**config.mk**
```make
export PLATFORM = sky130hd
export DESIGN_NAME = mwpm_div_step
export DESIGN_NICKNAME = d
export VERILOG_FILES = /design/src/hw/rtl/mwpm_pkg.sv /design/src/hw/rtl/mwpm_div_step.sv
export SDC_FILE = /design/constraint.sdc
export NUM_CORES = 1
export LEC_CHECK = 0
export BUFFER_PORTS_ARGS = -buffer_cell sky130_fd_sc_hd__buf_2
export CAP_MARGIN = 30
export CORE_UTILIZATION = 30
export CTS_BUF_LIST = sky130_fd_sc_hd__clkbuf_2 sky130_fd_sc_hd__clkbuf_4 sky130_fd_sc_hd__clkbuf_8
export CTS_CLUSTER_DIAMETER = 150
export DETAILED_ROUTE_END_ITERATION = 6
export PLACE_DENSITY = 0.5
export RECOVER_POWER = 50
export SETUP_SLACK_MARGIN = 0.02
export SYNTH_ARGS = -nofsm -noshare
export SYNTH_HDL_FRONTEND = slang
export SYNTH_SLANG_ARGS = --single-unit
```
**constraint.sdc**
```tcl
create_clock -name clk -period 8.9 [get_ports clk]
set_input_delay 0.89 -clock clk [delete_from_list [all_inputs] [get_ports clk]]
set_output_delay 0.89 -clock clk [all_outputs]
set_load 0.05 [all_outputs]
```
**src/hw/rtl/mwpm_pkg.sv**
```systemverilog
`default_nettype none
package mwpm_pkg;

  localparam int CMD_W  = 16;
  localparam int SUM_W  = CMD_W + 2;   // f +/- s +/- t never overflows
  localparam int MAG_W  = SUM_W - 1;   // magnitude of a sum, at most 3 * 32768
  localparam int QUO_W  = 15;          // quotient never exceeds 16384
  localparam int DIV_STEPS = QUO_W - 1; // first quotient bit is taken in the front end
  localparam int NWHEEL = 4;

  localparam logic [MAG_W-1:0] ONE_MAG = MAG_W'(16384);
  localparam logic signed [CMD_W-1:0] POS_ONE = CMD_W'(16384);
  localparam logic signed [CMD_W-1:0] NEG_ONE = -CMD_W'(16384);

  // wheel order: front left, front right, back left, back right
  typedef logic [SUM_W-1:0] sum_t;
  typedef logic [MAG_W-1:0] mag_t;
  typedef logic [QUO_W-1:0] quo_t;

  typedef struct packed {
    logic                     scale;
    mag_t                     m;
    logic [NWHEEL-1:0]        neg;
    logic [NWHEEL-1:0][MAG_W-1:0] rem;
    logic [NWHEEL-1:0][QUO_W-1:0] quo;
  } div_t;

endpackage
`default_nettype wire

```
**src/hw/rtl/mwpm_div_step.sv**
```systemverilog
`default_nettype none
module mwpm_div_step import mwpm_pkg::*; (
  input  wire logic clk,
  input  wire logic rst,
  input  wire logic up_vld,
  output logic      up_rdy,
  input  wire div_t up_data,
  output logic      dn_vld,
  input  wire logic dn_rdy,
  output div_t      dn_data
);

  div_t data_next;
  logic [MAG_W:0] r2;
  logic           b;

  assign up_rdy = !dn_vld || dn_rdy;

  // one restoring step per wheel when scaling, else the word passes unchanged; remainder stays below the max
  always_comb begin
    data_next = up_data;
    r2 = '0;
    b  = 1'b0;
    if (up_data.scale) begin
      for (int i = 0; i < NWHEEL; i++) begin
        r2 = {up_data.rem[i], 1'b0};
        b  = r2 >= {1'b0, up_data.m};
        data_next.rem[i] = b ? MAG_W'(r2 - {1'b0, up_data.m}) : MAG_W'(r2);
        data_next.quo[i] = {up_data.quo[i][QUO_W-2:0], b};
      end
    end
  end

  always_ff @(posedge clk) begin
    if (rst) begin
      dn_vld <= 1'b0;
    end else if (up_rdy) begin
      dn_vld <= up_vld;
    end
  end

  always_ff @(posedge clk) begin
    if (up_vld && up_rdy) begin
      dn_data <= data_next;
    end
  end

endmodule
`default_nettype wire

```
Word level (Yosys, flattened, before mapping)
Index checks and enable logic that the tools add are counted.

Logic and storage cells: 28. Flip-flop bits (word level): 151.

$add $sub $neg: 4. Reductions and logical operators: 3. Muxes and demuxes: 5. Order comparisons: 4.

Operators with widths (count): 128-bit 2-to-1 mux (1); 18-bit by 17-bit greater-or-equal comparator with 1-bit output (4); 17-bit 2-to-1 mux (4); 17-bit subtractor (4); 1-bit logical AND (1); 1-bit logical NOT (1); 1-bit logical OR (1).

Logic depth before layout (Yosys ltp)
Depth after elaboration: 3. Gate-level depth with buffers: 12.

Least setup slack after synthesis
No wires, ideal clock.

Path type: input port to flip-flop. Start point: in dn_rdy. End point: reg dn_data[0] (netlist bit) (enable). Required time: 8.373 ns. Data arrival time: 4.860 ns. Stages: 2. Library setup time: 0.527 ns. Slack: 3.513 ns. Path through: nand2b_1 and2_1.

Word-level cells in the longest chain between the ends: 2.

Ends and longest elaborated chain: start, declared (RTL line mwpm_div_step.sv:9) `input wire logic dn_rdy,`; 1-bit logical OR (RTL line mwpm_div_step.sv:17) `assign up_rdy = !dn_vld || dn_rdy;`; 1-bit logical AND (RTL line mwpm_div_step.sv:43) `if (up_vld && up_rdy) begin`; end signal, assigned (RTL line mwpm_div_step.sv:44) `dn_data <= data_next;`; end, declared (RTL line mwpm_div_step.sv:10) `output div_t dn_data`.

No other way between the ends. A chain may end at the register's enable or synchronous reset.

Worst setup path in the final report
Start point: in dn_rdy. End point: reg dn_data[30] (netlist bit) (enable).

The elaborated chain is that of the path after synthesis.

==> out/qor.tcl <==
set qor(clock_latency_ps) 480
set qor(core_mm2) 0.0329
set qor(place.port_buffers) 305
set qor(post_synthesis_instance_area_mm2) 0.0101
set qor(r2r_end) {dn_data[30]$_DFFE_PP_}
set qor(timing.hold.worst_path_depth) 2
set qor(timing.hold.worst_endpoint) {dn_vld$_SDFFE_PP0N_}
set qor(netlist-cell-type-count) 76
set qor(grt_overflow_total) 0
set qor(critical_path_peak_fanout) 55
set qor(tritoncts) {yes}
set qor(final_hold_violations) 0
set qor(min_path_type) {flip-flop to flip-flop}
set qor(cpMaxStageDelayCell) {sky130_fd_sc_hd__and2_0}
set qor(timing.critical_path.cells) {buf_2 -> nand2b_1 -> and2_0 -> buf_4 -> buf_4}
set qor(critPathCaptureType) {flip-flop}
set qor(synth_enable_flop_cells) 150
set qor(cpLargestDelayFamily) {simple AND/OR/NAND/NOR gates}
set qor(vias) 8530
set qor(vdd_ir_drop_max_mv) 0.0833
set qor(std_cell_rows) 66
set qor(drt_iter0_drc) 434
set qor(initial_core_util_pct) 30.8
set qor(most-common-layout-cells) {sky130_fd_sc_hd__buf_2 (170), sky130_fd_sc_hd__edfxtp_1 (150), sky130_fd_sc_hd__clkbuf_1 (134), sky130_fd_sc_hd__a21oi_1 (75), sky130_fd_sc_hd__nor2_1 (73)}
set qor(grt_max_degree) 119
set qor(post-route-period-util_pct) 56.5
set qor(syn2layout_area_growth_pct) 21.4
set qor(finalCoreUtilization_pct) 37.4
set qor(die_area_mm2) 0.0344
set qor(synth_seq_cells) 151
set qor(holdCritStartpoint) {dn_vld$_SDFFE_PP0N_}
set qor(hpwlAfterDp_um) 24400
set qor(remaining_antenna_violation_count) 0
set qor(crit_required_ps) 9010
set qor(cts.htree.levels) 4
set qor(cts.sink_count) 151
set qor(cts_repair_resize_count) 0
set qor(layout-drive-gt1-share_pct) 22.3
set qor(layout_commonest_cell) {sky130_fd_sc_hd__buf_2}
set qor(final_max_slew_viol_count) 47
set qor(post_cts_buffers) 0
set qor(stdcell_count) 1700
set qor(timing_worst_slew_pin_value_ps) 3190
set qor(synth_warnings) 0
set qor(pin_count) 306
set qor(antenna_found_initial) 6
set qor(postSynthNetCount) 1179
set qor(die_y_um) 186
set qor(drc) 0
set qor(final.fill_count) 3444
set qor(run_status) {finished, violations left}
set qor(die_w_um) 186
set qor(setup-violations-final) 0
set qor(cell_depth_of_the_worst_flop_to_flop_path) 4
set qor(multi_input_area_mm2) 0.00522
set qor(globalRouteTotalUtil_pct) 18.5
set qor(grt_first_pass_wirelength_um) 46900
set qor(tritoncts.num_buffers) 17
set qor(max_slew_margin_pct) -113
set qor(unrepaired_setup_endpoints_after_global_routing) {false}
set qor(critical_path.most_common_cell) {sky130_fd_sc_hd__buf_4}
set qor(min_period_ps) 5030
set qor(cts-root-buf) {sky130_fd_sc_hd__clkbuf_8}
set qor(cellLeakagePower_nw) 4.95
set qor(crit_buf_inv) 3
set qor(via_count_of_the_first_global_routing_pass) 7983
set qor(seqCellArea_mm2) 0.00452
set qor(avgRoutedWirePerCell_um) 19.2
set qor(synthArstFlopShare_pct) 0
set qor(finalNetCount) 1468
set qor(drt_pre_antenna_iters) 5
set qor(skew_ps) 9.47
set qor(synthCells) 953
set qor(synthFlopType) {sky130_fd_sc_hd__edfxtp_1}
set qor(synth.yosys.seq_area_share_pct) 44.7
set qor(gp_congestion) 0.844
set qor(cts.path.max_buffers) 2
set qor(numPlacedInstances) 1665
set qor(timing.setup.tns_ps) 0
set qor(max-cap-violations) 1
set qor(setup.reg_to_reg.worst_slack_ps) 4070
set qor(worst-setup-path-type) {input pin to flip-flop}
set qor(power.density_mw_per_mm2) 176
set qor(timing.critical_path.from_type) {input pin}
set qor(path_depth) 5
set qor(max_clock_freq_mhz) 199
set qor(critical_path_arrival_ps) 5130
set qor(cts.clk_slew.worst_paths_ps) 80
set qor(regToRegStartpoint) {dn_vld$_SDFFE_PP0N_}
set qor(routed_wl_um) 32600
set qor(holdBufCountCts) 0
set qor(vias_per_cell) 5.02
set qor(synth_area_per_cell_um2) 10.6
set qor(timing.critical_path.slowest_cell_delay_ps) 2300
set qor(violations_in_the_final_reports) {max-capacitance violations, max-slew violations}
## flip-flops by register name, indices dropped and copies added (netlist names)
| register | count |
|---|---|
| dn_data | 150 |
| dn_vld | 1 |
## final cells by class
| class | count | share of cell area, % |
|---|---|---|
| antenna | 3 | 0.0611 |
| clock buffer | 20 | 2.09 |
| clock inverter | 12 | 1.23 |
| inverter | 46 | 1.41 |
| multi-input combinational | 717 | 42.5 |
| sequential | 151 | 36.8 |
| tap | 442 | 4.50 |
| timing repair buffer | 309 | 11.4 |
## cells by family after synthesis
family,share of synthesized area (%)
AOI/OAI and AO/OA,17.3
and+or+nand+nor,12.0
DFF,44.7
muxes,9.07
adders and majority gates,9.21
buffers and inverters,3.64
xor gates and xnor gates,3.98
## synthesized netlist by cell type (all sizes together) (7+ instances only)
| cell type | count | share of area, % |
|---|---|---|
| a211o | 7 | 0.61 |
| a21o | 29 | 2.2 |
| a21oi | 76 | 3.8 |
| a221oi | 7 | 0.67 |
| a31oi | 38 | 2.4 |
| and2 | 7 | 0.46 |
| buf | 14 | 0.99 |
| clkbuf | 25 | 0.94 |
| edfxtp | 150 | 45 |
| ha | 68 | 8.4 |
| inv | 45 | 1.7 |
| mux2 | 61 | 6.8 |
| mux2i | 23 | 2.3 |
| nand2 | 66 | 2.5 |
| nand2b | 14 | 0.87 |
| nand3 | 15 | 0.74 |
| nor2 | 73 | 2.7 |
| nor2b | 22 | 1.4 |
| nor3 | 10 | 0.50 |
| o21a | 8 | 0.59 |
| o21ai | 49 | 2.4 |
| o221ai | 8 | 0.69 |
| xnor2 | 28 | 2.4 |
| xor2 | 18 | 1.6 |
## report_power, final
part | internal (W) | leakage [nW] | switching (W)
Clock | 0.000286 | 0.199 | 0.000284
Sequential | 0.000859 | 1.46 | 0.0000170
Combinational | 0.000222 | 3.29 | 0.000498
Total | 0.00137 | 4.95 | 0.000799
## tightest hold or removal path, stage by stage, from the launching register on
cell                       delay [ps]
sky130_fd_sc_hd__dfxtp_1          320
sky130_fd_sc_hd__nand2b_1         110
sky130_fd_sc_hd__a21oi_1           80
## stage by stage
step                      hold WS [ps]  cell area, um^2  worst slack [ps]  total power (W)
after floorplan                    959            10100              3510          0.00144
after global placement             529            12000              4370          0.00162
after global routing               528            12300              3420          0.00228
after detailed placement           531            12000              4220          0.00163
after CTS                          507            12400              4770          0.00221
final                              541            12300              3870          0.00217
## worst max-delay path by stage
stage / from / endpoint / slack [ps]
final: dn_rdy / dn_data[30]$_DFFE_PP_ / 3870
after CTS: up_data[132] / dn_data[88]$_DFFE_PP_ / 4770
after global routing: dn_rdy / dn_data[30]$_DFFE_PP_ / 3420
after global placement: up_data[132] / dn_data[88]$_DFFE_PP_ / 4370
after floorplan: dn_rdy / dn_data[0]$_DFFE_PP_ / 3510
after detailed placement: up_data[132] / dn_data[88]$_DFFE_PP_ / 4220
## metal layers
| layer | track usage, % | vias up | routed length [um] | part of all wire (%) |
|---|---|---|---|---|
| met5 | 0 | - | 46 | 0.14 |
| met4 | 6.95 | 6 | 772 | 2.4 |
| met3 | 4.46 | 37 | 2110 | 6.5 |
| met2 | 30.5 | 289 | 15200 | 47 |
| met1 | 23.2 | 4013 | 14500 | 44 |
| li1 | - | 4185 | - | - |
Power figures use the tool's default switching activity.
