<file path="src/hw/rtl/mwpm_pkg.sv">
`default_nettype none
package mwpm_pkg;

  localparam int CMD_W  = 16;
  localparam int SUM_W  = CMD_W + 2;   // f +/- s +/- t never overflows
  localparam int MAG_W  = SUM_W - 1;   // magnitude of a sum, at most 3 * 32768
  localparam int QUO_W  = 15;          // quotient never exceeds 16384
  localparam int DIV_STEPS = QUO_W - 1; // first quotient bit is taken in the front end
  localparam int NWHEEL = 4;

  localparam logic [MAG_W-1:0] ONE_MAG = MAG_W'(16384);
  localparam logic signed [CMD_W-1:0] POS_ONE = CMD_W'(16384);
  localparam logic signed [CMD_W-1:0] NEG_ONE = -CMD_W'(16384);

  // wheel order: front left, front right, back left, back right
  typedef logic [SUM_W-1:0] sum_t;
  typedef logic [MAG_W-1:0] mag_t;
  typedef logic [QUO_W-1:0] quo_t;

  typedef struct packed {
    logic                     scale;
    mag_t                     m;
    logic [NWHEEL-1:0]        neg;
    logic [NWHEEL-1:0][MAG_W-1:0] rem;
    logic [NWHEEL-1:0][QUO_W-1:0] quo;
  } div_t;

endpackage
`default_nettype wire

</file>
<file path="src/hw/rtl/mwpm_out.sv">
`default_nettype none
module mwpm_out import mwpm_pkg::*; (
  input  wire logic                 clk,
  input  wire logic                 rst,
  input  wire logic                 up_vld,
  output logic                      up_rdy,
  input  wire div_t                 up_data,
  output logic                      out_valid,
  input  wire logic                 out_ready,
  output logic signed [CMD_W-1:0]   front_left_power,
  output logic signed [CMD_W-1:0]   front_right_power,
  output logic signed [CMD_W-1:0]   back_left_power,
  output logic signed [CMD_W-1:0]   back_right_power
);

  logic signed [CMD_W-1:0] x;
  logic signed [CMD_W-1:0] v;
  logic [NWHEEL-1:0][CMD_W-1:0] pwr_next;

  assign up_rdy = !out_valid || out_ready;

  always_comb begin
    x = '0;
    v = '0;
    for (int i = 0; i < NWHEEL; i++) begin
      x = CMD_W'(up_data.quo[i]);
      v = up_data.neg[i] ? -x : x;
      if (v > POS_ONE) begin
        pwr_next[i] = POS_ONE;
      end else if (v < NEG_ONE) begin
        pwr_next[i] = NEG_ONE;
      end else begin
        pwr_next[i] = v;
      end
    end
  end

  always_ff @(posedge clk) begin
    if (rst) begin
      out_valid <= 1'b0;
    end else if (up_rdy) begin
      out_valid <= up_vld;
    end
  end

  always_ff @(posedge clk) begin
    if (up_vld && up_rdy) begin
      front_left_power  <= pwr_next[0];
      front_right_power <= pwr_next[1];
      back_left_power   <= pwr_next[2];
      back_right_power  <= pwr_next[3];
    end
  end

endmodule
`default_nettype wire

</file>
<file path="config.mk">
export PLATFORM = sky130hd
export DESIGN_NAME = mwpm_out
export DESIGN_NICKNAME = d
export VERILOG_FILES = /design/src/hw/rtl/mwpm_pkg.sv /design/src/hw/rtl/mwpm_out.sv
export SDC_FILE = /design/constraint.sdc
export NUM_CORES = 1
export LEC_CHECK = 0
export BUFFER_PORTS_ARGS = -buffer_cell sky130_fd_sc_hd__buf_2
export CAP_MARGIN = 20
export CORE_MARGIN = 2
export CORE_UTILIZATION = 35
export CTS_CLUSTER_DIAMETER = 60
export DETAILED_ROUTE_END_ITERATION = 8
export PLACE_DENSITY_LB_ADDON = 0.1
export SLEW_MARGIN = 20
export SYNTH_ARGS = -nofsm -noshare
export SYNTH_HDL_FRONTEND = slang
export SYNTH_SLANG_ARGS = --single-unit
</file>
<file path="constraint.sdc">
create_clock -name clk -period 3.02 [get_ports clk]
set_clock_uncertainty 0.05 [all_clocks]
set_input_delay 0.151 -clock clk [delete_from_list [all_inputs] [get_ports clk]]
set_output_delay 0.151 -clock clk [all_outputs]
set_load 0.01 [all_outputs]
</file>
After elaboration in Yosys (flattened, before gate mapping) --
Cells that the tools add are included.
Storage, ports and cells: logic and storage cells 36, input bits 154, register bits after elaboration 65
Cells by class: add/subtract/negate cells 4, magnitude comparators 8, reduce and logical (&&, ||, !) cells 7, mux-type cells 8
Operator list (number):
- two-way mux 16 bit | 8
- > comparator 16 bit, second input constant | 4
- less-than comparator 16 x 15 -> 1 bit, second input constant | 4
- negator 15 -> 16 bit | 4
- OR reduction 2 bit | 4
- logical AND 1 bit | 1
- zero test 1 bit | 1
- logical OR 1 bit | 1

Logic depth before layout (Yosys ltp) --
Gate-level depths: netlist (run 1).
depth after elaboration 4, mapped depth 11

Worst setup path before layout (run 1) --
Ideal clock, no wire load.
path type input-to-reg, from input port up_data[15] in the netlist's numbering, to register front_right_power[5] (data pin), path slack 383 ps, arrival 2326 ps, stages on the path 11, required time 2709 ps, cells stage by stage inv_1 ha_1 or4b_2 buf_2 or3_1 clkbuf_1 nor3_1 a21oi_1 o21ai_2 buf_2 a21oi_1
On the way: word-level cells in the longest chain between the ends 4, elaborated cells on any way between the ends 5, classes of those cells add/sub: 1; order compare: 2; mux: 1; reduce/logical: 1
RTL lines:
- from (decl) | line mwpm_out.sv:7 | input wire div_t up_data,
- negator 15 -> 16 bit | line mwpm_out.sv:27 | v = up_data.neg[i] ? -x : x;
- two-way mux 16 bit * | line mwpm_out.sv:27
- > comparator 16 bit or less-than comparator 16 x 15 -> 1 bit (tied branches) | line mwpm_out.sv:28, mwpm_out.sv:30
- OR reduction 2 bit (no source line)
- to (signal assigned) | line mwpm_out.sv:49 | front_right_power <= pwr_next[1];
- to (decl) | line mwpm_out.sv:11 | output logic signed [CMD_W-1:0] front_right_power,
Mark *: on every way between the ends. The rest lies on a longest branch, timed or not. A chain may end at the register's enable or synchronous reset.

Worst setup path in the final report (run 1) --
from input port up_data[0] in the netlist's numbering, to register front_left_power[1] (data pin)
On the way: word-level cells in the longest chain between the ends 4, elaborated cells on any way between the ends 5, classes of those cells add/sub: 1; order compare: 2; mux: 1; reduce/logical: 1
RTL lines:
- negator 15 -> 16 bit | line mwpm_out.sv:27
- two-way mux 16 bit * | line mwpm_out.sv:27
- > comparator 16 bit or less-than comparator 16 x 15 -> 1 bit (tied branches) | line mwpm_out.sv:28, mwpm_out.sv:30
- OR reduction 2 bit (no source line)
- to (signal assigned) | line mwpm_out.sv:48 | front_left_power <= pwr_next[0];
- to (decl) | line mwpm_out.sv:10 | output logic signed [CMD_W-1:0] front_left_power,
Marked as above.

==> impl_results.md, run 1 <==
* Critical path's top delay family: simple AND/OR/NAND/NOR gates
* LEAKAGE at 2.252 nW
* Hold-fix buffers, CTS at 1
* GRT Util Overall at ~16%
* # DRC at 0
* Multi-input gate area at 2460 um^2
* CP endpoint kind: flip-flop
* Number of cells on the critical path at 11
* Post-DP HPWL at 8431 um
* Critical-path top delay cell: or4b_2
* Post-synthesis cell area at between 4000 and 5000 um^2
* R2R Path Start: out_valid$_SDFFE_PP0N_
* FF/Latch Area at 1942 um^2
* Setup bufs post-CTS at 0
* RD Place Congestion at roughly 0.84
* Register area share after synthesis at 42.22%
* Nets@finish at 765
* Drt pass-1 iters at 4
* Main area contributors after synthesis: edfxtp_1, xor2_1, nor2_1, clkbuf_1, o21ai_0
* Max Fclk at just over 400 MHz
* Synth top area share at 41.78%
* Initial antenna violation count at 1
* Cell repeated most along the worst path: buf_4
* Clk buf depth at 2
* Status: finished, final reports clean
* CP max stage delay at ~0.67 ns
* FF+latch count, synth at 65
* H-tree depth at 3
* Initial DRC Count at approximately 220
* Layout cells sized above 1 at 29.95%
* Die X-Extent at 118.6 um
* Max VDD drop at 0.2639 mV
* Worst-path clk slew at ~0.050 ns
* Reg2reg end: front_right_power[7]$_SDFFCE_PP0P_
* Final Hold Fails at 0
* DRT Wirelength at about 11000 um
* Critical-path cell list: buf_2 -> inv_1 -> ha_1 -> or4b_2 -> or2_2 -> a21o_1 -> a2111oi_0 -> buf_4 -> a21boi_2 -> buf_4 -> nor2_1
* Worst setup path end: front_left_power[1]$_SDFFCE_PP0P_
* Final setup viols at 0
* CP Class: in -> reg
* Slew Limit Fails at 0
* CTS tree: built
* Synth-to-Final Area Change at 26.28%
* Starting Density at 36.15%
* CP max FO at 6
* Routed len/inst at 14.35 um
* Data required, critical path at 3.15 ns
* Tightest slew margin relative to the limit at 57.59%
* Overall power at 2.792 mW
* Yosys warning total at 0
* Flop-to-flop setup slack at 1.26 ns
* RSZ-0062 raised after global routing: false
* Die Area at 14070 um^2
* Worst R2R Path Depth at 3
* Via Count at 4058
* I/O pin count at 220
* Post-synth cell types at 66
* Post-route cell area at 5808 um^2
* Die Span Y at 118.6 um
* CP Launch Point: up_data[0]
* Period Utilization, post-route at 81.20%
* WHS at 0.02668 ns
* Filler cells at 1260
* Area leader, netlist: edfxtp_1
* Post-Synthesis Cells at 486
* CTS root buffer: clkbuf_16
* Synth Flop Type: edfxtp_1
* Final worst slack at 0.5679 ns
* Min cycle time layout at 2.452 ns
* Largest net degree at the start of global routing at 41
* Worst slew pin tran at 0.6361 ns
* Pwr Density at 480.7 nW/um^2
* Crit path buffers/inverters at 4
* Core area at 12720 um^2
* Num CTS Buffers at 9
* Post-CTS resize count at 0
* Worst endpoint data arrival time at 2.59 ns
* Clock sink count at 65
* Share of synthesized flip-flops with an asynchronous set or reset at 0%
* Worst min-delay path class: in -> reg
* Max Cap Violations at 0
* Std-Cell Rows at 41
* Setup WS pre-CTS at ~0.24 ns
* Routed Antenna Nets at 0
* Global route overflow at 0
* Count of input and output buffers at 133
* Setup TNS at 0 ns
* CP Launch Type: primary input
* EDFF count, synth at 64
* Worst skew pair latency at 0.32 ns
* Post-synth net total at 645
* Average vias per placed instance at 5.176
* Global-route wire length before repair at 18160 um
* Area post-placement at ~5500 um^2
* Vias in the first global route at 3689
* Syn Area/Cell at 9.464 um^2
==> sequential cells by signal (all words and copies together), names as in the netlist <==
signal / cells
front_right_power: 16
out_valid: 1
back_right_power: 16
front_left_power: 16
back_left_power: 16
==> area by class of cell <==
| type | instances | share of cell area, % |
|---|---|---|
| multi-input cells | 369 | 42.35 |
| repair buffers | 151 | 14.05 |
| diodes | 1 | 0.04308 |
| flip-flops and latches | 65 | 33.43 |
| clock buffers | 10 | 3.942 |
| inverters | 10 | 0.6463 |
| clock inverters | 6 | 1.831 |
| well taps | 172 | 3.705 |
==> worst min path at each step <==
| stage | end | startpoint | cells past startpoint |
|---|---|---|---|
| 2_1_floorplan | out_valid$_SDFFE_PP0N_ | rst | 1 |
| 3_3_place_gp | out_valid$_SDFFE_PP0N_ | rst | 2 |
| 3_5_place_dp | out_valid$_SDFFE_PP0N_ | rst | 2 |
| 4_1_cts | out_valid$_SDFFE_PP0N_ | up_vld | 3 |
| 5_1_grt | out_valid$_SDFFE_PP0N_ | up_vld | 3 |
| 6_report | out_valid$_SDFFE_PP0N_ | up_vld | 3 |
==> synthesized netlist by cell type (all sizes together), types with 3 or more instances <==
| cell type | instances |
|---|---|
| a211oi | 3 |
| a21boi | 6 |
| a21oi | 17 |
| and2b | 3 |
| buf | 7 |
| clkbuf | 35 |
| edfxtp | 64 |
| ha | 5 |
| inv | 10 |
| mux2 | 3 |
| mux2i | 6 |
| nand2 | 18 |
| nand2b | 9 |
| nand3 | 9 |
| nand4 | 8 |
| nand4b | 5 |
| nor2 | 63 |
| nor2b | 5 |
| nor3 | 17 |
| nor4 | 10 |
| nor4bb | 3 |
| o2111ai | 4 |
| o211ai | 7 |
| o21ai | 27 |
| o31a | 8 |
| o31ai | 9 |
| o41ai | 9 |
| or2 | 6 |
| or3 | 16 |
| or4 | 9 |
| or4b | 3 |
| xnor2 | 11 |
| xor2 | 39 |
==> worst reg2reg max path, delay by kind of cell, from the launching register on <==
family,cells,cell delay [ns]
and+or+nand+nor,2,0.76
DFF,1,0.31
buffers and inverters,1,0.31
==> power by group <==
part / leakage, nW / switching [mW] / internal, mW
combinational: 1.45 / 0.307 / 0.214
clock: 0.160 / 0.370 / 0.802
sequential: 0.641 / 0.0171 / 1.08
total: 2.25 / 0.694 / 2.10
==> layer usage <==
| layer | vias to the layer above | track usage (%) | wire [um] |
|---|---|---|---|
| li1 | 2078 | - | - |
| met1 | 1871 | 21.21 | 5271 |
| met2 | 96 | 25.14 | 5325 |
| met3 | 13 | 3.571 | 512 |
| met4 | 0 | 4.762 | 143 |
| met5 | - | 0 | 0 |
==> metrics by stage <==
stage	util (%)	std cells
floorplan	-	486
global placement	42.92	766
detailed placement	42.92	766
CTS	45.63	783
global route	45.63	783
finish	45.65	784
==> kinds of logic after synthesis <==
group	after synthesis	share of synthesized area, %
adder cells (fa/ha/maj)	5	1.360
XOR/XNOR	50	9.929
buffers and inverters	52	4.325
multiplexers	9	2.040
flip-flops	65	42.22
AO/OA/AOI/OAI	112	17.49
AND/OR/NAND/NOR	193	22.63
==> cell usage in the layout (no fill, tap or decap), drive strengths merged, types with 4 or more instances in the layout <==
master,n
nand3,9
a21boi,6
clkbuf,10
xor2,39
or3,16
a21oi,17
nor2,63
nor3,17
nand4b,5
o31a,8
nand4,8
o2111ai,4
buf,150
o21ai,27
inv,10
or2,6
or4,9
nand2,18
o31ai,9
edfxtp,64
xnor2,11
o211ai,7
nand2b,9
mux2i,6
o41ai,9
ha,5
nor4,10
nor2b,5
Power figures use the tool's default switching activity.
==> run 2, diff against run 1 <==
Clock period 3.02 ns to 2 ns, I/O delays scaled along.
==> run 2 against run 1 <==
  * The flow now finishes with violations (negative setup slack)
  * Global-route usage rose by 2.5 points
  * Sequential power rose by 51%
  * Total power rose by 52%
  * Flip-flop and latch count did not move
  * Die area did not move
  * Worst setup slack got worse by 0.60 ns
  * Final area rose by 21%
  * Utilization rose by 9.5 points
  * Clock power rose by 32%
  * Register-to-register slack got worse by 0.59 ns
  * Sequential share of layout area fell by 5.8 points
==> impl_results.md, run 2 (same netlist as run 1, synthesis figures left out) <==
* CTS tree: built
* CP Launch Type: primary input
* Filler cells at 1178 (-6.5%)
* GRT Util Overall at 18.27% (+2.5 points)
* H-tree depth at 3 (unchanged)
* Clk buf depth at 2 (unchanged)
* Final Hold Fails at 0 (unchanged)
* Failing checks: negative setup slack
* Commonest non-fill, non-tap cell in the layout: buf_4
* Drt pass-1 iters at 5 (+1)
* Synth-to-Final Area Change at 52.56%
* LEAKAGE at 2.900 nW (+29%)
* Die X-Extent at 118.6 um (unchanged)
* Worst skew pair latency at 0.33 ns (about the same)
* Min cycle time layout at between 2 and 2.5 ns
* CTS root buffer: clkbuf_16
* Layout cells sized above 1 at 46.21% (+16 points)
* Layout Utilization at 55.15% (+9.5 points)
* Max VDD drop at 0.3917 mV (+48%)
* Die Area at 14070 um^2 (unchanged)
* Pwr Density at 604.6 nW/um^2 (+26%)
* Via Count at 4599 (+13%)
* Die Span Y at 118.6 um (unchanged)
* Std-Cell Rows at 41 (unchanged)
* CP max FO at 8 (+2)
* I/O pin count at 220 (unchanged)
* Final worst slack at -0.03306 ns (-0.6009 ns)
* Worst endpoint data arrival time at 2.06 ns (-0.53 ns)
* Routed len/inst at 14.69 um (+2.4%)
* Largest net degree at the start of global routing at 42 (+2.4%)
* Max Cap Violations at 0 (unchanged)
* Antenna diode count at 0 (-1)
* Data required, critical path at 2.02 ns (-1.13 ns)
* Clock sink count at 65 (unchanged)
* Most frequent cells in the layout: buf_4, buf_2, edfxtp_1, nor2_1, xor2_1
* Setup WS pre-CTS at -0.5800 ns (-0.8226 ns)
* Nets@finish at 879 (+15%)
* Tightest slew margin relative to the limit at 73.07% (+15 points)
* Worst min-delay path class: in -> reg
* Average vias per placed instance at 5.127 (-0.95%)
* CP Class: in -> reg
* Final setup viols at 13 (+13)
* Max Fclk at 491.9 MHz
* CP endpoint kind: flip-flop
* Initial DRC Count at 290 (+34%)
* Starting Density at 36.15% (unchanged)
* Global-route wire length before repair at 21050 um (+16%)
* Num CTS Buffers at 9 (unchanged)
* Routed Antenna Nets at 0 (unchanged)
* Post-route cell area at 7017 um^2 (+21%)
* Period Utilization, post-route at 101.7%
* Status: complete, but fails checks
* Slew Limit Fails at 0 (unchanged)
* # DRC at 0 (unchanged)
* Core area at 12720 um^2 (unchanged)
* Worst-path clk slew at 0.05 ns (about the same)
* DRT Wirelength at 13180 um (+17%)
* Worst slew pin tran at 0.3988 ns (-0.2374 ns)
* Area post-placement at 6414 um^2 (+17%)
* Vias in the first global route at 4390 (+19%)
* Global route overflow at 0 (unchanged)
* Post-DP HPWL at 9977 um (+18%)
* RD Place Congestion at 0.8457 (+0.15%)
* RSZ-0062 raised after global routing: true
* Count of input and output buffers at 133 (unchanged)
* Initial antenna violation count at 0 (-1)
## run 2: changes by cell type in the layout (fill, tap and decap cells not counted), sizes merged
cell         before  now
clkinv            2    4
bufinv            3    1
clkinvlp          1    2
dlygate4sd3       1    2
inv              10    9
buf             150  263
diode             1    0
## run 2: per-stage QoR
| step | TNS (ns) | power [mW] | hold slack, ns | cells |
|---|---|---|---|---|
| after floorplan | -6.397 | 2.202 | 0.1191 | 486 |
| after global placement | -11.68 | 2.653 | 0.2051 | 871 |
| after detailed placement | -13.42 | 2.672 | 0.2100 | 871 |
| after CTS | -0.03568 | 4.235 | 0.06074 | 891 |
| after global routing | -1.112 | 4.455 | 0.07660 | 897 |
| final | -0.2749 | 4.242 | 0.05816 | 897 |
## run 2: worst max-delay path, cell delays in order
cell,delay [ns]
buf_6,0.09
or4_4,0.52
or3_4,0.38
o41a_4,0.42
xnor2_4,0.15
a21boi_4,0.29
nor2_1,0.08
## run 2: final timing paths
path | start | to | slack, ns | cells past startpoint
worst max-delay path | up_data[4] | front_left_power[1]$_SDFFCE_PP0P_ | -0.03 | 7
worst min-delay path | up_data[29] | front_right_power[14]$_SDFFCE_PP1P_ | 0.06 | 2
worst max register to register | out_valid$_SDFFE_PP0N_ | back_left_power[15]$_SDFFCE_PN0P_ | 0.67 | 3
worst min register to register | out_valid$_SDFFE_PP0N_ | front_right_power[4]$_SDFFCE_PP0P_ | 0.72 | 2
## run 2: report_power, final
part / switching, mW / leakage [nW] / internal, mW
clock network: 0.584 / 0.136 / 0.956
registers: 0.0291 / 0.641 / 1.63
logic: 0.541 / 2.12 / 0.498
## run 2: per-layer routing
| layer | routed length [um] | global-route usage [%] | share of wire, % | vias to the layer above |
|---|---|---|---|---|
| met5 | 0 | 0 | 0 | - |
| li1 | - | - | - | 2292 |
| met3 | 790 | 4.488 | 6.0 | 10 |
| met1 | 5940 | 24.06 | 45 | 2159 |
| met2 | 6307 | 29.63 | 48 | 138 |
| met4 | 138 | 5.506 | 1.0 | 0 |
## run 2: final cells by class
cell class,count,area (um^2),area share (%)
well taps,172,215.2,3.067
clock inverters,6,58.81,0.8381
flip-flops and latches,65,1942,27.67
inverters,10,67.56,0.9629
clock buffers,10,229.0,3.263
multi-input cells,369,2748,39.16
repair buffers,265,1757,25.04
## run 2: timing repair
action,4_1_cts,5_1_grt
hold buffers,2,0
setup endpoints to repair,13,27
resized for setup,5,42
endpoints found under the hold margin,1,0
buffers inserted,2,6
pin swaps,7,21
cloned,0,0
