## src/hw/rtl/mwpm_pkg.sv

```systemverilog
`default_nettype none
package mwpm_pkg;

  localparam int CMD_W  = 16;
  localparam int SUM_W  = CMD_W + 2;   // f +/- s +/- t never overflows
  localparam int MAG_W  = SUM_W - 1;   // magnitude of a sum, at most 3 * 32768
  localparam int QUO_W  = 15;          // quotient never exceeds 16384
  localparam int DIV_STEPS = QUO_W - 1; // first quotient bit is taken in the front end
  localparam int NWHEEL = 4;

  localparam logic [MAG_W-1:0] ONE_MAG = MAG_W'(16384);
  localparam logic signed [CMD_W-1:0] POS_ONE = CMD_W'(16384);
  localparam logic signed [CMD_W-1:0] NEG_ONE = -CMD_W'(16384);

  // wheel order: front left, front right, back left, back right
  typedef logic [SUM_W-1:0] sum_t;
  typedef logic [MAG_W-1:0] mag_t;
  typedef logic [QUO_W-1:0] quo_t;

  typedef struct packed {
    logic                     scale;
    mag_t                     m;
    logic [NWHEEL-1:0]        neg;
    logic [NWHEEL-1:0][MAG_W-1:0] rem;
    logic [NWHEEL-1:0][QUO_W-1:0] quo;
  } div_t;

endpackage
`default_nettype wire

```

## src/hw/rtl/mwpm_front.sv

```systemverilog
`default_nettype none
module mwpm_front import mwpm_pkg::*; (
  input  wire logic                    clk,
  input  wire logic                    rst,
  input  wire logic                    up_vld,
  output logic                         up_rdy,
  input  wire logic signed [CMD_W-1:0] forward_cmd,
  input  wire logic signed [CMD_W-1:0] strafe_cmd,
  input  wire logic signed [CMD_W-1:0] turn_cmd,
  output logic                         dn_vld,
  input  wire logic                    dn_rdy,
  output div_t                         dn_data
);

  // stage a: wheel sums
  logic vld_a, rdy_a;
  logic [NWHEEL-1:0][SUM_W-1:0] p_a;
  // stage b: sign, magnitude, pairwise max
  logic vld_b, rdy_b;
  logic [NWHEEL-1:0]            neg_b;
  logic [NWHEEL-1:0][MAG_W-1:0] mag_b;
  mag_t max01_b, max23_b;
  // stage c: overall max
  logic vld_c, rdy_c;
  logic [NWHEEL-1:0]            neg_c;
  logic [NWHEEL-1:0][MAG_W-1:0] mag_c;
  mag_t m_c;
  logic scale_c;
  // stage d: first quotient bit
  logic rdy_d;

  sum_t f, s, t;
  logic [NWHEEL-1:0][SUM_W-1:0] p_next;
  logic [NWHEEL-1:0]            neg_next;
  logic [NWHEEL-1:0][MAG_W-1:0] mag_next;
  mag_t m_next;
  div_t d_next;

  assign rdy_d  = !dn_vld || dn_rdy;
  assign rdy_c  = !vld_c || rdy_d;
  assign rdy_b  = !vld_b || rdy_c;
  assign rdy_a  = !vld_a || rdy_b;
  assign up_rdy = rdy_a;

  always_comb begin
    f = SUM_W'(forward_cmd);
    s = SUM_W'(strafe_cmd);
    t = SUM_W'(turn_cmd);
    p_next[0] = f + s - t;
    p_next[1] = f - s + t;
    p_next[2] = f - s - t;
    p_next[3] = f + s + t;
  end

  always_comb begin
    for (int i = 0; i < NWHEEL; i++) begin
      neg_next[i] = p_a[i][SUM_W-1];
      mag_next[i] = neg_next[i] ? MAG_W'(-p_a[i]) : MAG_W'(p_a[i]);
    end
  end

  assign m_next = (max01_b >= max23_b) ? max01_b : max23_b;

  always_comb begin
    d_next.scale = scale_c;
    d_next.m     = m_c;
    d_next.neg   = neg_c;
    for (int i = 0; i < NWHEEL; i++) begin
      if (scale_c) begin
        // magnitude never exceeds the max, so the top bit is 1 only when equal
        d_next.rem[i] = (mag_c[i] >= m_c) ? (mag_c[i] - m_c) : mag_c[i];
        d_next.quo[i] = QUO_W'(mag_c[i] >= m_c);
      end else begin
        d_next.rem[i] = '0;
        d_next.quo[i] = QUO_W'(mag_c[i]);
      end
    end
  end

  always_ff @(posedge clk) begin
    if (rst) begin
      vld_a  <= 1'b0;
      vld_b  <= 1'b0;
      vld_c  <= 1'b0;
      dn_vld <= 1'b0;
    end else begin
      if (rdy_a) vld_a  <= up_vld;
      if (rdy_b) vld_b  <= vld_a;
      if (rdy_c) vld_c  <= vld_b;
      if (rdy_d) dn_vld <= vld_c;
    end
  end

  always_ff @(posedge clk) begin
    if (up_vld && rdy_a) begin
      p_a <= p_next;
    end
    if (vld_a && rdy_b) begin
      neg_b   <= neg_next;
      mag_b   <= mag_next;
      max01_b <= (mag_next[0] >= mag_next[1]) ? mag_next[0] : mag_next[1];
      max23_b <= (mag_next[2] >= mag_next[3]) ? mag_next[2] : mag_next[3];
    end
    if (vld_b && rdy_c) begin
      neg_c   <= neg_b;
      mag_c   <= mag_b;
      m_c     <= m_next;
      scale_c <= m_next > ONE_MAG;
    end
    if (vld_c && rdy_d) begin
      dn_data <= d_next;
    end
  end

endmodule
`default_nettype wire

```

## config.mk

```make
export PLATFORM = sky130hd
export DESIGN_NAME = mwpm_front
export DESIGN_NICKNAME = d
export VERILOG_FILES = /design/src/hw/rtl/mwpm_pkg.sv /design/src/hw/rtl/mwpm_front.sv
export SDC_FILE = /design/constraint.sdc
export NUM_CORES = 1
export LEC_CHECK = 0
export ABC_AREA = 1
export BUFFER_PORTS_ARGS = -buffer_cell sky130_fd_sc_hd__buf_2
export CORE_AREA = 5 5 200 240
export DETAILED_ROUTE_END_ITERATION = 8
export DIE_AREA = 0 0 205 245
export GPL_TIMING_DRIVEN = 0
export PLACE_DENSITY = 0.75
export SLEW_MARGIN = 20
export SYNTH_ARGS = -nofsm -noshare
export SYNTH_HDL_FRONTEND = slang
export SYNTH_SLANG_ARGS = --single-unit
```

## constraint.sdc

```tcl
create_clock -name clk -period 13 [get_ports clk]
set_input_delay 3.9 -clock clk [delete_from_list [all_inputs] [get_ports clk]]
set_output_delay 3.9 -clock clk [all_outputs]
set_load 0.05 [all_outputs]
```

# --- Word-level counts from Yosys, hierarchy flattened ---
# Cells that the tools add are included.
totals:
  ff_bits: 422
  input_bits: 52
  out_inout_bits: 152
  word_cells: 86
op_classes:
  n_addsub: 14
  order_cmp: 8
  n_mux: 15
  reduce_logical: 12
op_table:
  columns: ["operator", "n"]
  rows:
  - ["17-bit 2-to-1 mux", 11]
  - ["17-bit greater-or-equal comparator", 7]
  - ["17-bit negator", 4]
  - ["17-bit subtractor", 4]
  - ["17-bit by 16-bit adder with 18-bit output", 2]
  - ["17-bit by 16-bit subtractor with 18-bit output", 2]
  - ["16-bit by 16-bit adder with 17-bit output", 1]
  - ["17-bit by 15-bit greater-than comparator with 1-bit output, second input constant", 1]
  - ["16-bit by 16-bit subtractor with 17-bit output", 1]
  - ["1-bit logical AND", 4]
  - ["1-bit logical NOT", 4]
  - ["1-bit logical OR", 4]
  - ["1-bit 2-to-1 mux", 4]

# --- Longest topological paths before layout ---
# Gate-level depths: netlist of the first run.
logic_depth:
  ltp_word: 6
  ltp_mapped: 24
  mapped_depth_nobuf: 23

# --- Worst setup path after synthesis of the first run ---
# Ideal clock, no wire load.
synth_path:
  path_type: "input -> register"
  from: "input port dn_rdy"
  to: "register dn_data[0] (netlist name), enable pin"
  setup_ns: 0.665
  arrival_time_ns: 10.231
  required_ns: 12.335
  path_slack_ns: 2.104
  path_stages: 2
  path_buffers: 0
  cell_sequence: "nor2_1 nor2_1"
synth_via:
  elab_chain_cells: 2
synth_lines:
  columns: ["item", "line_no", "text"]
  rows:
  - ["start, declared", "mwpm_front.sv:11", "input wire logic dn_rdy,"]
  - ["1-bit logical OR", "mwpm_front.sv:39", "assign rdy_d = !dn_vld || dn_rdy;"]
  - ["1-bit logical AND", "mwpm_front.sv:110", "if (vld_c && rdy_d) begin"]
  - ["end signal, assigned", "mwpm_front.sv:111", "dn_data <= d_next;"]
  - ["end, declared", "mwpm_front.sv:12", "output div_t dn_data"]
# Every way passes these cells.
# A chain may end at the register's enable or synchronous reset.

# --- Worst setup path after layout of the first run ---
layout_path:
  from: "input port dn_rdy"
  to: "output port up_rdy"
layout_via:
  elab_chain_cells: 4
layout_lines:
  columns: ["item", "line_no", "text"]
  rows:
  - ["1-bit logical OR", "mwpm_front.sv:39", null]
  - ["1-bit logical OR", "mwpm_front.sv:40", "assign rdy_c = !vld_c || rdy_d;"]
  - ["1-bit logical OR", "mwpm_front.sv:41", "assign rdy_b = !vld_b || rdy_c;"]
  - ["1-bit logical OR", "mwpm_front.sv:42", "assign rdy_a = !vld_a || rdy_b;"]
  - ["end, declared", "mwpm_front.sv:6", "output logic up_rdy,"]
# Every way passes these cells.

==> results.sh, run 1 <==
export IMPL_status="finished clean"
export IMPL_synth_mux_area_fraction_pct=0
export IMPL_io_buffers=203
export IMPL_skew_ns=0.0161
export IMPL_synth_ff_type="edfxtp_1"
export IMPL_clk_latency_ns=0.55
export IMPL_cp_required_ns=9.10
export IMPL_startpoint="dn_rdy"
export IMPL_grt_max_degree=90
export IMPL_grt_antenna_before_repair=1
export IMPL_avgSynthCellArea_um2=9.76
export IMPL_finalSetupTns_ns=0
export IMPL_clkTransAtPathRegs_ns=0.07
export IMPL_p_sw_mw=1.93
export IMPL_num_rows=86
export IMPL_dpl_cell_area_um2=27100
export IMPL_routed_wl_met3_um=3030
export IMPL_routed_wl_um=66800
export IMPL_max_clock_freq_mhz=111
export IMPL_peakVddDrop_mv=0.115
export IMPL_power_mw=5.05
export IMPL_yosysSeqAreaShare_pct=49.6
export IMPL_cts_hold_buf=0
export IMPL_max_cap_violations=0
export IMPL_min_period_ns=9.04
export IMPL_synthAdderAreaFrac_pct=11.8
export IMPL_coreArea_um2=45500
export IMPL_final_cell_mix="edfxtp_1, inv_1, nand2_1, a21oi_1, nor2_1"
export IMPL_p_leak_nw=12.5
export IMPL_p_int_mw=3.13
export IMPL_cp_endpoint="up_rdy"
export IMPL_holdCritPathClass="flop to flop"
export IMPL_dp_hpwl_um=55600
export IMPL_ctsResizeCount=0
export IMPL_synth_nets=2857
export IMPL_yosys_area_share_simple_pct=12.6
export IMPL_drive_above_1_share_pct=12.9
export IMPL_wl_per_cell_um=19.3
export IMPL_start_kind="input pin"
export IMPL_drt_initial_drc_count=1308
export IMPL_finalCritPeriodShare_pct=69.5
export IMPL_finalHoldViolCount=0
export IMPL_cts_made_buffers=38
export IMPL_setup_viol=0
export IMPL_overflow=0
export IMPL_die_area_um2=50200
export IMPL_cpLargestDelayFamily="buffers and inverters"
export IMPL_final_area_um2=28400
export IMPL_postSynthCellCount=2574
export IMPL_grt_pass1_vias=18800
export IMPL_cts_sinks=416
export IMPL_die_x_um=205
export IMPL_rr_worst_depth=18
export IMPL_seqPwrFrac_pct=38.5
export IMPL_synth_top_family_by_area="simple AND/OR/NAND/NOR gates"
export IMPL_synth_edf_count=412
export IMPL_crit_path_max_incr_delay_ns=0.22
export IMPL_synth_compound_area_share_pct=12.1
export IMPL_async_reset_ff_share_pct=0
export IMPL_tightestPinTransition_ns=0.859
export IMPL_crit_path_max_fanout=3
export IMPL_cts_buffer_depth=3
export IMPL_ioPinCount=204
export IMPL_routed_via_density=5.40
export IMPL_syn_cell_area_um2=25100
export IMPL_power_density_nw_per_um2=178
export IMPL_met1_length_um=25100
export IMPL_highest_signal_layer="met4"
export IMPL_r2r_start="p_a[18]$_DFFE_PP_"
export IMPL_wl_met2_um=34700
export IMPL_crit_type="input pin to output pin"
export IMPL_fin_util_pct=62.4
export IMPL_die_y_um=245
export IMPL_clkPwrFrac_pct=22.2
export IMPL_cts_max_level=2
export IMPL_ys_types=51
export IMPL_rsz0062_at_grt="no"
export IMPL_power_frac_comb_pct=39.3
export IMPL_area_delta_synth_final_pct=13.1
export IMPL_track_usage_pct=26.4
export IMPL_cts_setup_buffers=0
export IMPL_critical_path_depth=10
export IMPL_critPathSlowestCell="buf_2"
export IMPL_cts_tree="yes"
export IMPL_switching_share_pct=38.1
export IMPL_vias=18700
export IMPL_finalMaxSlewViolations=0
export IMPL_yosys_register_bits=416
export IMPL_synth_xor_area_share_pct=7.01
export IMPL_r2r_end="max23_b[12]$_DFFE_PP_"
export IMPL_final_common_cell="edfxtp_1"
export IMPL_nNetsFinal=3109
export IMPL_start_util_pct=55.2
export IMPL_critPathArrivalTime_ns=5.14
export IMPL_place_gp_congestion=0.961
export IMPL_grt_pass1_wl_um=103000
export IMPL_regToRegSetupSlack_ns=8.91
export IMPL_worstPathCellList="buf_2, nor2_1, inv_1, nor2_1, inv_1, nor2_1, inv_1, nor2_1, inv_1, buf_2"
export IMPL_drc_errors=0
export IMPL_ant_nets=0
export IMPL_clock_root_buffer="clkbuf_16"
export IMPL_drt_first_pass_iters=5
export IMPL_max_slew_margin_pct=42.7
export IMPL_synth_warnings=0
export IMPL_cp_end_kind="output pin"
export IMPL_crit_buf_inv=6
==> power by group through the flow <==
stage,sequential (mW),combinational (mW),clock (mW)
2_1_floorplan,1.95,1.39,0
3_3_place_gp,1.98,1.93,0
3_5_place_dp,1.98,1.97,0
4_1_cts,1.95,1.98,1.14
5_1_grt,1.96,2.24,1.20
6_report,1.95,1.99,1.12
==> worst min path at each step <==
stage                             end  slack (ns)  depth (start not counted)                 from
2_1_floorplan  dn_data[128]$_DFFE_PP_        0.40                          0   neg_c[0]$_DFFE_PP_
3_3_place_gp   dn_data[129]$_DFFE_PP_        0.40                          0   neg_c[1]$_DFFE_PP_
3_5_place_dp      mag_c[25]$_DFFE_PP_        0.40                          0  mag_b[25]$_DFFE_PP_
4_1_cts           mag_c[45]$_DFFE_PP_        0.42                          0  mag_b[45]$_DFFE_PP_
5_1_grt           mag_c[43]$_DFFE_PP_        0.43                          0  mag_b[43]$_DFFE_PP_
6_report          mag_c[46]$_DFFE_PP_        0.42                          0  mag_b[46]$_DFFE_PP_
==> stage by stage <==
step	hold WS [ns]	setup slack (ns)	cells
after floorplan	0.400	2.10	2574
after global placement	0.402	0.282	3393
after detailed placement	0.405	3.96	3402
after CTS	0.416	3.96	3468
after global routing	0.427	3.85	3468
final	0.416	3.96	3469
==> area by class of cell <==
class | instances | area, um2
fillers | 3813 | 17100
flip-flops and latches | 416 | 12500
multi-input cells | 1721 | 10900
inverters | 381 | 1440
repair buffers | 212 | 1220
clock buffers | 47 | 1050
well taps | 616 | 771
plain buffers | 56 | 302
clock inverters | 19 | 223
diodes | 1 | 2.50
==> cell usage after synthesis (11+ instances only) <==
cell | number | area [um2]
a21o_1 | 17 | 128
a21oi_1 | 238 | 1190
buf_2 | 22 | 110
clkbuf_1 | 23 | 86.3
edfxtp_1 | 412 | 12400
ha_1 | 221 | 2770
inv_1 | 370 | 1390
inv_2 | 11 | 41.3
nand2_1 | 366 | 1370
nand3_1 | 73 | 365
nand4_1 | 26 | 163
nor2_1 | 228 | 856
nor3_1 | 32 | 160
o21ai_0 | 146 | 731
o21ai_1 | 33 | 165
o21ai_2 | 12 | 105
o21bai_1 | 14 | 105
o31ai_1 | 20 | 150
xnor2_1 | 38 | 333
xor2_1 | 163 | 1430
==> state kept, by name, indices dropped and copies added (netlist names), 4 cells and up <==
register / count
mag_c: 66
neg_b: 4
neg_next: 4
p_a: 66
mag_b: 66
neg_c: 4
m_c: 17
max23_b: 17
max01_b: 17
dn_data: 150
==> logic make-up (layout without fill, tap and decap cells) <==
logic type,after synthesis,after routing
xor+xnor,201,201
compound gates,531,531
simple gates,758,758
flops,416,416
other cells,0,1
fa+ha+maj,231,231
buf+inv,437,715
==> layer usage <==
layer	vias up	GRT usage, %
met2	635	48.8
met4	0	14.0
met3	165	2.35
li1	9259	-
met1	8671	30.1
met5	-	0
No activity file was read; power rests on OpenSTA's default activity.
==> run 2, diff against run 1 <==
--- a/config.mk
+++ b/config.mk
@@ -7,11 +7,11 @@
 export LEC_CHECK = 0
 export ABC_AREA = 1
 export BUFFER_PORTS_ARGS = -buffer_cell sky130_fd_sc_hd__buf_2
-export CORE_AREA = 5 5 200 240
+export CORE_AREA = 5 5 202 243
 export DETAILED_ROUTE_END_ITERATION = 8
-export DIE_AREA = 0 0 205 245
+export DIE_AREA = 0 0 207 248
 export GPL_TIMING_DRIVEN = 0
-export PLACE_DENSITY = 0.75
+export PLACE_DENSITY = 0.76
 export SLEW_MARGIN = 20
 export SYNTH_ARGS = -nofsm -noshare
 export SYNTH_HDL_FRONTEND = slang
==> constraint.sdc (replaced) <==
create_clock -name clk -period 7.4 [get_ports clk]
set_input_delay 2.22 -clock clk [delete_from_list [all_inputs] [get_ports clk]]
set_output_delay 2.22 -clock clk [all_outputs]
set_load 0.05 [all_outputs]
==> run 2 against run 1 <==
Critical path depth is 14 higher. Clock power is 59% higher. Power grew 72%. Critical path type is now input pin to flop. Combinational power increased by 75%. Largest cell class unchanged. Sequential share of layout area grew 0.24 points. Register-to-register slack worse by 5.8 ns. Critical endpoint is now neg_next[2]$_DFFE_PP_. Global-route usage down 0.87 points. Sequential power is 76% higher. First-iteration DRC count decreased by 8.2%. Setup slack worse by 2.4 ns. Cell area down 0.54%.
==> results.sh, run 2 (synthesis gave the netlist of run 1 again) <==
export IMPL_tightestPinTransition_ns=0.812
export IMPL_clk_latency_ns=0.53
export IMPL_num_rows=87
export IMPL_holdPathStages=0
export IMPL_min_period_ns=5.81
export IMPL_cp_required_ns=7.65
export IMPL_drc_errors=0
export IMPL_grt_antenna_before_repair=1
export IMPL_fin_hold_ws_ns=0.419
export IMPL_grt_pass1_vias=18700
export IMPL_regMostFlops="dn_data"
export IMPL_dp_hpwl_um=55300
export IMPL_setup_viol=0
export IMPL_finalCritPeriodShare_pct=78.5
export IMPL_grt_max_degree=89
export IMPL_ant_nets=0
export IMPL_ioPinCount=204
export IMPL_start_kind="input pin"
export IMPL_skew_ns=0.0134
export IMPL_final_cell_mix="edfxtp_1, inv_1, nand2_1, a21oi_1, nor2_1"
export IMPL_max_slew_margin_pct=45.9
export IMPL_place_gp_congestion=0.919
export IMPL_met3_usage_pct=2.64
export IMPL_nNetsFinal=3109
export IMPL_status="finished clean"
export IMPL_cts_tree="yes"
export IMPL_holdCritPathClass="flop to flop"
export IMPL_routed_via_density=5.37
export IMPL_grt_pass1_wl_um=103000
export IMPL_vias=18700
export IMPL_drive_above_1_share_pct=12.6
export IMPL_track_usage_pct=25.5
export IMPL_clock_root_buffer="clkbuf_16"
export IMPL_finalMaxSlewViolations=0
export IMPL_start_util_pct=53.9
export IMPL_grt_busiest_layer="met2"
export IMPL_max_clock_freq_mhz=172
export IMPL_critPathArrivalTime_ns=6.05
export IMPL_cts_max_level=2
export IMPL_fin_util_pct=60.6
export IMPL_finalHoldViolCount=0
export IMPL_die_x_um=207
export IMPL_area_delta_synth_final_pct=12.5
export IMPL_io_buffers=203
export IMPL_overflow=0
export IMPL_final_common_cell="edfxtp_1"
export IMPL_max_cap_violations=0
export IMPL_cts_buffer_depth=3
export IMPL_n_antenna_cell=0
export IMPL_die_area_um2=51300
export IMPL_coreArea_um2=46600
export IMPL_grtUsageMet1_pct=28.7
export IMPL_routed_wl_um=66500
export IMPL_peakVddDrop_mv=0.192
export IMPL_rsz0062_at_grt="no"
export IMPL_largest_reg_flops=150
export IMPL_cts_hold_buf=0
export IMPL_cts_setup_buffers=0
export IMPL_grt_use_met2_pct=47.2
export IMPL_power_density_nw_per_um2=308
export IMPL_crit_path_max_fanout=7
export IMPL_p_leak_nw=12.4
export IMPL_drt_first_pass_iters=6
export IMPL_clkTransAtPathRegs_ns=0.06
export IMPL_crit_type="input pin to flop"
export IMPL_die_y_um=248
export IMPL_cts_sinks=416
export IMPL_cts_made_buffers=38
export IMPL_drt_initial_drc_count=1201
export IMPL_power_mw=8.69
export IMPL_wl_per_cell_um=19.2
export IMPL_ctsResizeCount=0
export IMPL_rr_worst_depth=18
export IMPL_finalSetupTns_ns=0
export IMPL_cp_end_kind="flop"
[run 2: path summary, 6_finish.rpt]
kind	from	slack (ns)	endpoint
max	forward_cmd[0]	1.59	neg_next[2]$_DFFE_PP_
min	mag_b[46]$_DFFE_PP_	0.42	mag_c[46]$_DFFE_PP_
max reg2reg	p_a[0]$_DFFE_PP_	3.12	max23_b[13]$_DFFE_PP_
min reg2reg	mag_b[46]$_DFFE_PP_	0.42	mag_c[46]$_DFFE_PP_
[run 2: layout make-up]
class                      instances  area (um2)
clock buffer                      49        1020
inverter                         381        1440
tap                              623         779
sequential                       416       12500
multi-input combinational       1721       10900
fill                            3970       18400
clock inverter                    16        85.1
timing repair buffer             212        1220
buffer                            56         302
[run 2: critical path, stage by stage]
cell      delay, ns
buf_2          0.09
inv_1          0.04
ha_1           0.23
fa_1           0.42
nand3b_1       0.17
nand3_1        0.11
nand3_1        0.09
nand2_1        0.13
nand2_1        0.07
nand2_1        0.08
xor2_1         0.21
ha_1           0.26
buf_4          0.18
inv_2          0.15
nor2_1         0.05
inv_1          0.12
nor2_1         0.06
nor2_1         0.10
nand2_1        0.08
a21oi_2        0.29
o21bai_1       0.17
nand2_1        0.11
a21oi_1        0.08
o21ai_1        0.52
[run 2: per-stage QoR]
| step | instances | area, um2 | setup slack [ns] |
|---|---|---|---|
| after floorplan | 2574 | 25100 | 0.796 |
| after global placement | 3400 | 26900 | -0.383 |
| after detailed placement | 3409 | 27100 | 1.03 |
| after CTS | 3474 | 28200 | 1.58 |
| after global routing | 3474 | 28200 | 1.43 |
| final | 3474 | 28200 | 1.59 |
[run 2: power by group]
part | switching (mW) | internal [mW]
Clock | 0.803 | 0.976
Combinational | 2.31 | 1.17
Sequential | 0.250 | 3.18
[run 2: metal layers]
| metal | vias to the layer above | part of all wire [%] |
|---|---|---|
| met5 | - | 0.020 |
| met4 | 2 | 6.8 |
| met3 | 163 | 4.3 |
| met2 | 605 | 51 |
| met1 | 8639 | 38 |
| li1 | 9247 | - |
==> run 3, diff against run 2 <==
--- a/config.mk
+++ b/config.mk
@@ -5,13 +5,13 @@
 export SDC_FILE = /design/constraint.sdc
 export NUM_CORES = 1
 export LEC_CHECK = 0
-export ABC_AREA = 1
+export ABC_AREA = 0
 export BUFFER_PORTS_ARGS = -buffer_cell sky130_fd_sc_hd__buf_2
-export CORE_AREA = 5 5 202 243
+export CORE_AREA = 5 5 199 239
 export DETAILED_ROUTE_END_ITERATION = 8
-export DIE_AREA = 0 0 207 248
+export DIE_AREA = 0 0 204 244
 export GPL_TIMING_DRIVEN = 0
-export PLACE_DENSITY = 0.76
+export PLACE_DENSITY = 0.75
 export SLEW_MARGIN = 20
 export SYNTH_ARGS = -nofsm -noshare
 export SYNTH_HDL_FRONTEND = slang
==> constraint.sdc (replaced) <==
create_clock -name clk -period 5.9 [get_ports clk]
set_input_delay 1.77 -clock clk [delete_from_list [all_inputs] [get_ports clk]]
set_output_delay 1.77 -clock clk [all_outputs]
set_load 0.05 [all_outputs]
==> run 3 against run 2 <==
Non-clock buffer count up 1. Count of clock-buffer cells in the layout unchanged. Cell area about the same. Die area down 3.0%. Setup slack worse by 1.3 ns. Largest cell class unchanged. Register-to-register slack worse by 2.1 ns. Clock power up 40%. Power up 21%.
==> results.sh, run 3 <==
export IMPL_coreArea_um2=44800
export IMPL_crit_buf_inv=3
export IMPL_final_area_um2=28300
export IMPL_finalMaxSlewViolations=0
export IMPL_post_place_cells=2991
export IMPL_yosys_register_bits=416
export IMPL_yosysMostFrequentCell="edfxtp_1"
export IMPL_dpl_cell_area_um2=26900
export IMPL_synth_top_area_share_pct=49.9
export IMPL_clkTransAtPathRegs_ns=0.06
export IMPL_max_slew_margin_pct=45.5
export IMPL_crit_path_max_fanout=9
export IMPL_startpoint="forward_cmd[0]"
export IMPL_tightestPinTransition_ns=0.818
export IMPL_peakVddDrop_mv=0.203
export IMPL_final_common_cell="edfxtp_1"
export IMPL_layout_cells_non_filler=3063
export IMPL_track_usage_pct=24.5
export IMPL_yosys_area_share_simple_pct=11.9
export IMPL_largest_reg_flops=150
export IMPL_yosysSeqAreaShare_pct=50.2
export IMPL_synth_top_family_by_area="adder cells"
export IMPL_drt_initial_drc_count=1064
export IMPL_grt_pass1_wl_um=96200
export IMPL_n_antenna_cell=0
export IMPL_area_delta_synth_final_pct=13.9
export IMPL_avgSynthCellArea_um2=11.5
export IMPL_nNetsFinal=2706
export IMPL_drive_above_1_share_pct=15.2
export IMPL_finalCritPeriodShare_pct=95.6
export IMPL_cts_sinks=416
export IMPL_p_leak_nw=11.3
export IMPL_critPathArrivalTime_ns=5.92
export IMPL_final_cell_mix="edfxtp_1, ha_1, buf_2, nor2_1, inv_1"
export IMPL_cts_buffer_depth=3
export IMPL_syn_cell_area_um2=24800
export IMPL_grt_pass1_vias=17500
export IMPL_die_y_um=244
export IMPL_dp_hpwl_um=50500
export IMPL_cts_made_buffers=39
export IMPL_die_area_um2=49800
export IMPL_drt_first_pass_iters=5
export IMPL_synth_mux_area_fraction_pct=4.40
export IMPL_place_gp_congestion=0.933
export IMPL_synth_xor_area_share_pct=6.49
export IMPL_power_density_nw_per_um2=371
export IMPL_overflow=0
export IMPL_cts_setup_buffers=0
export IMPL_cts_tree="yes"
export IMPL_clkPwrFrac_pct=23.8
export IMPL_switching_share_pct=33.9
export IMPL_vias=17300
export IMPL_max_cap_violations=0
export IMPL_max_clock_freq_mhz=177
export IMPL_seqPwrFrac_pct=40.5
export IMPL_cpLargestDelayFamily="compound AO/OA/AOI/OAI gates"
export IMPL_clock_root_buffer="clkbuf_16"
export IMPL_synth_compound_area_share_pct=11.7
export IMPL_synth_top_cells_by_count="edfxtp_1, ha_1, nor2_1"
export IMPL_grt_antenna_before_repair=0
export IMPL_p_sw_mw=3.55
export IMPL_grt_max_degree=32
export IMPL_cp_end_kind="flop"
export IMPL_postSynthCellCount=2165
export IMPL_power_mw=10.5
export IMPL_io_buffers=203
export IMPL_routed_via_density=5.64
export IMPL_routed_wl_um=61900
export IMPL_fillers=3503
export IMPL_worstPathCellList="buf_2, inv_1, ha_1, fa_1, nor2b_1, o21ai_0, a21boi_1, o211ai_1, a21oi_1, nor2_1, xnor2_1, ha_1, clkbuf_1, nor2b_1, a22oi_1, o21ai_0, o41ai_2, nor4_1, nor3_2, a21oi_1, xor2_1"
export IMPL_synth_nets=2448
export IMPL_holdCritPathClass="flop to flop"
export IMPL_synth_largest_area_cell="edfxtp_1"
export IMPL_finalHoldViolCount=0
export IMPL_die_x_um=204
export IMPL_num_rows=85
export IMPL_fin_util_pct=63.1
export IMPL_holdCritStartpoint="mag_b[1]$_DFFE_PP_"
export IMPL_ant_nets=0
export IMPL_clk_latency_ns=0.55
export IMPL_ys_types=74
export IMPL_critPathSlowestCell="o41ai_2"
export IMPL_drc_errors=0
export IMPL_crit_type="input pin to flop"
export IMPL_skew_ns=0.0138
export IMPL_start_util_pct=55.4
export IMPL_setup_viol=0
export IMPL_synthAdderAreaFrac_pct=12.0
export IMPL_regMostFlops="dn_data"
export IMPL_async_reset_ff_share_pct=0
export IMPL_synth_warnings=0
export IMPL_start_kind="input pin"
export IMPL_synth_edf_count=412
export IMPL_rsz0062_at_grt="no"
export IMPL_cts_max_level=2
export IMPL_crit_path_max_incr_delay_ns=0.51
export IMPL_power_frac_comb_pct=35.7
export IMPL_ioPinCount=204
export IMPL_wl_per_cell_um=20.2
export IMPL_status="finished clean"
export IMPL_synthTopCellsByArea="edfxtp_1, ha_1, xnor2_1, nor2_1, inv_1"
export IMPL_cp_required_ns=6.18
export IMPL_p_int_mw=6.94
export IMPL_r2r_start="p_a[0]$_DFFE_PP_"
export IMPL_synth_ff_type="edfxtp_1"
export IMPL_min_period_ns=5.64
==> run 3: cell count changes in the layout (fill, tap and decap cells not counted), sizes merged, moves of 38 or more <==
cell,before,now
nor2,228,182
mux2,0,49
inv,383,170
mux2i,0,54
a21oi,247,111
xor2,163,73
nand3,74,36
nand2,370,88
o21ai,194,69
nor2b,0,93
xnor2,38,109
==> run 3: layer usage <==
layer	GRT usage [%]	share of wire (%)	vias up
met3	2.62	4.4	131
met1	28.8	39	8181
met5	0	0	-
li1	-	-	8462
met2	45.9	52	487
met4	9.50	4.3	0
==> run 3: path summary, 6_finish.rpt <==
kind	slack, ns	endpoint	cells past startpoint
setup reg to reg	0.98	max23_b[14]$_DFFE_PP_	13
hold / removal	0.41	mag_c[1]$_DFFE_PP_	0
setup / recovery	0.26	p_a[52]$_DFFE_PP_	21
hold reg to reg	0.41	mag_c[1]$_DFFE_PP_	0
==> run 3: area by class of cell <==
| class | count | area, um2 | share of cell area (%) |
|---|---|---|---|
| clock buffer | 49 | 1030 | 3.66 |
| inverter | 168 | 631 | 2.23 |
| clock inverter | 23 | 240 | 0.850 |
| sequential | 416 | 12500 | 44.1 |
| timing repair buffer | 217 | 1340 | 4.75 |
| buffer | 52 | 216 | 0.766 |
| tap | 609 | 762 | 2.70 |
| multi-input combinational | 1529 | 11600 | 41.0 |
==> run 3: cells by family after synthesis <==
logic type                 count (synthesis)
and+or+nand+nor                          588
AOI/OAI and AO/OA                        425
DFF                                      416
adders and majority gates                231
buffers and inverters                    220
xor gates and xnor gates                 182
muxes                                    103
==> run 3: timing repair <==
action,4_1_cts,5_1_grt
gates resized for setup,2,6
setup endpoints to repair,2,9
pin swaps,0,1
gates cloned,0,0
hold buffers,0,0
==> run 3: worst reg2reg max path, cell delays in order (launching register included) <==
cell and delay [ns]:
edfxtp_1 0.55, inv_1 0.30, ha_1 0.26, or3b_1 0.40
or3_4 0.36, nand2b_4 0.18, o31ai_4 0.22, xor2_2 0.12
ha_1 0.31, nand2_1 0.06, or3_1 0.36, o21ai_1 0.56
clkbuf_1 0.56, mux2_2 0.42
==> run 3: power by group through the flow <==
stage	registers, mW	logic, mW	clock network, mW
6_report	4.25	3.74	2.50
5_1_grt	4.28	4.13	2.68
4_1_cts	4.25	3.73	2.54
3_5_place_dp	4.31	3.70	0
3_3_place_gp	4.31	3.58	0
2_1_floorplan	4.23	2.70	0
==> run 3: per-stage QoR <==
| stage | worst slack (ns) | hold WS [ns] | setup TNS (ns) |
|---|---|---|---|
| 3_3_place_gp | -1.57 | 0.402 | -271.19 |
| 2_1_floorplan | -0.317 | 0.400 | -47.57 |
| 4_1_cts | 0.0347 | 0.411 | 0 |
| 3_5_place_dp | -0.904 | 0.405 | -3.99 |
| 5_1_grt | 0.0199 | 0.416 | 0 |
| 6_report | 0.260 | 0.409 | 0 |
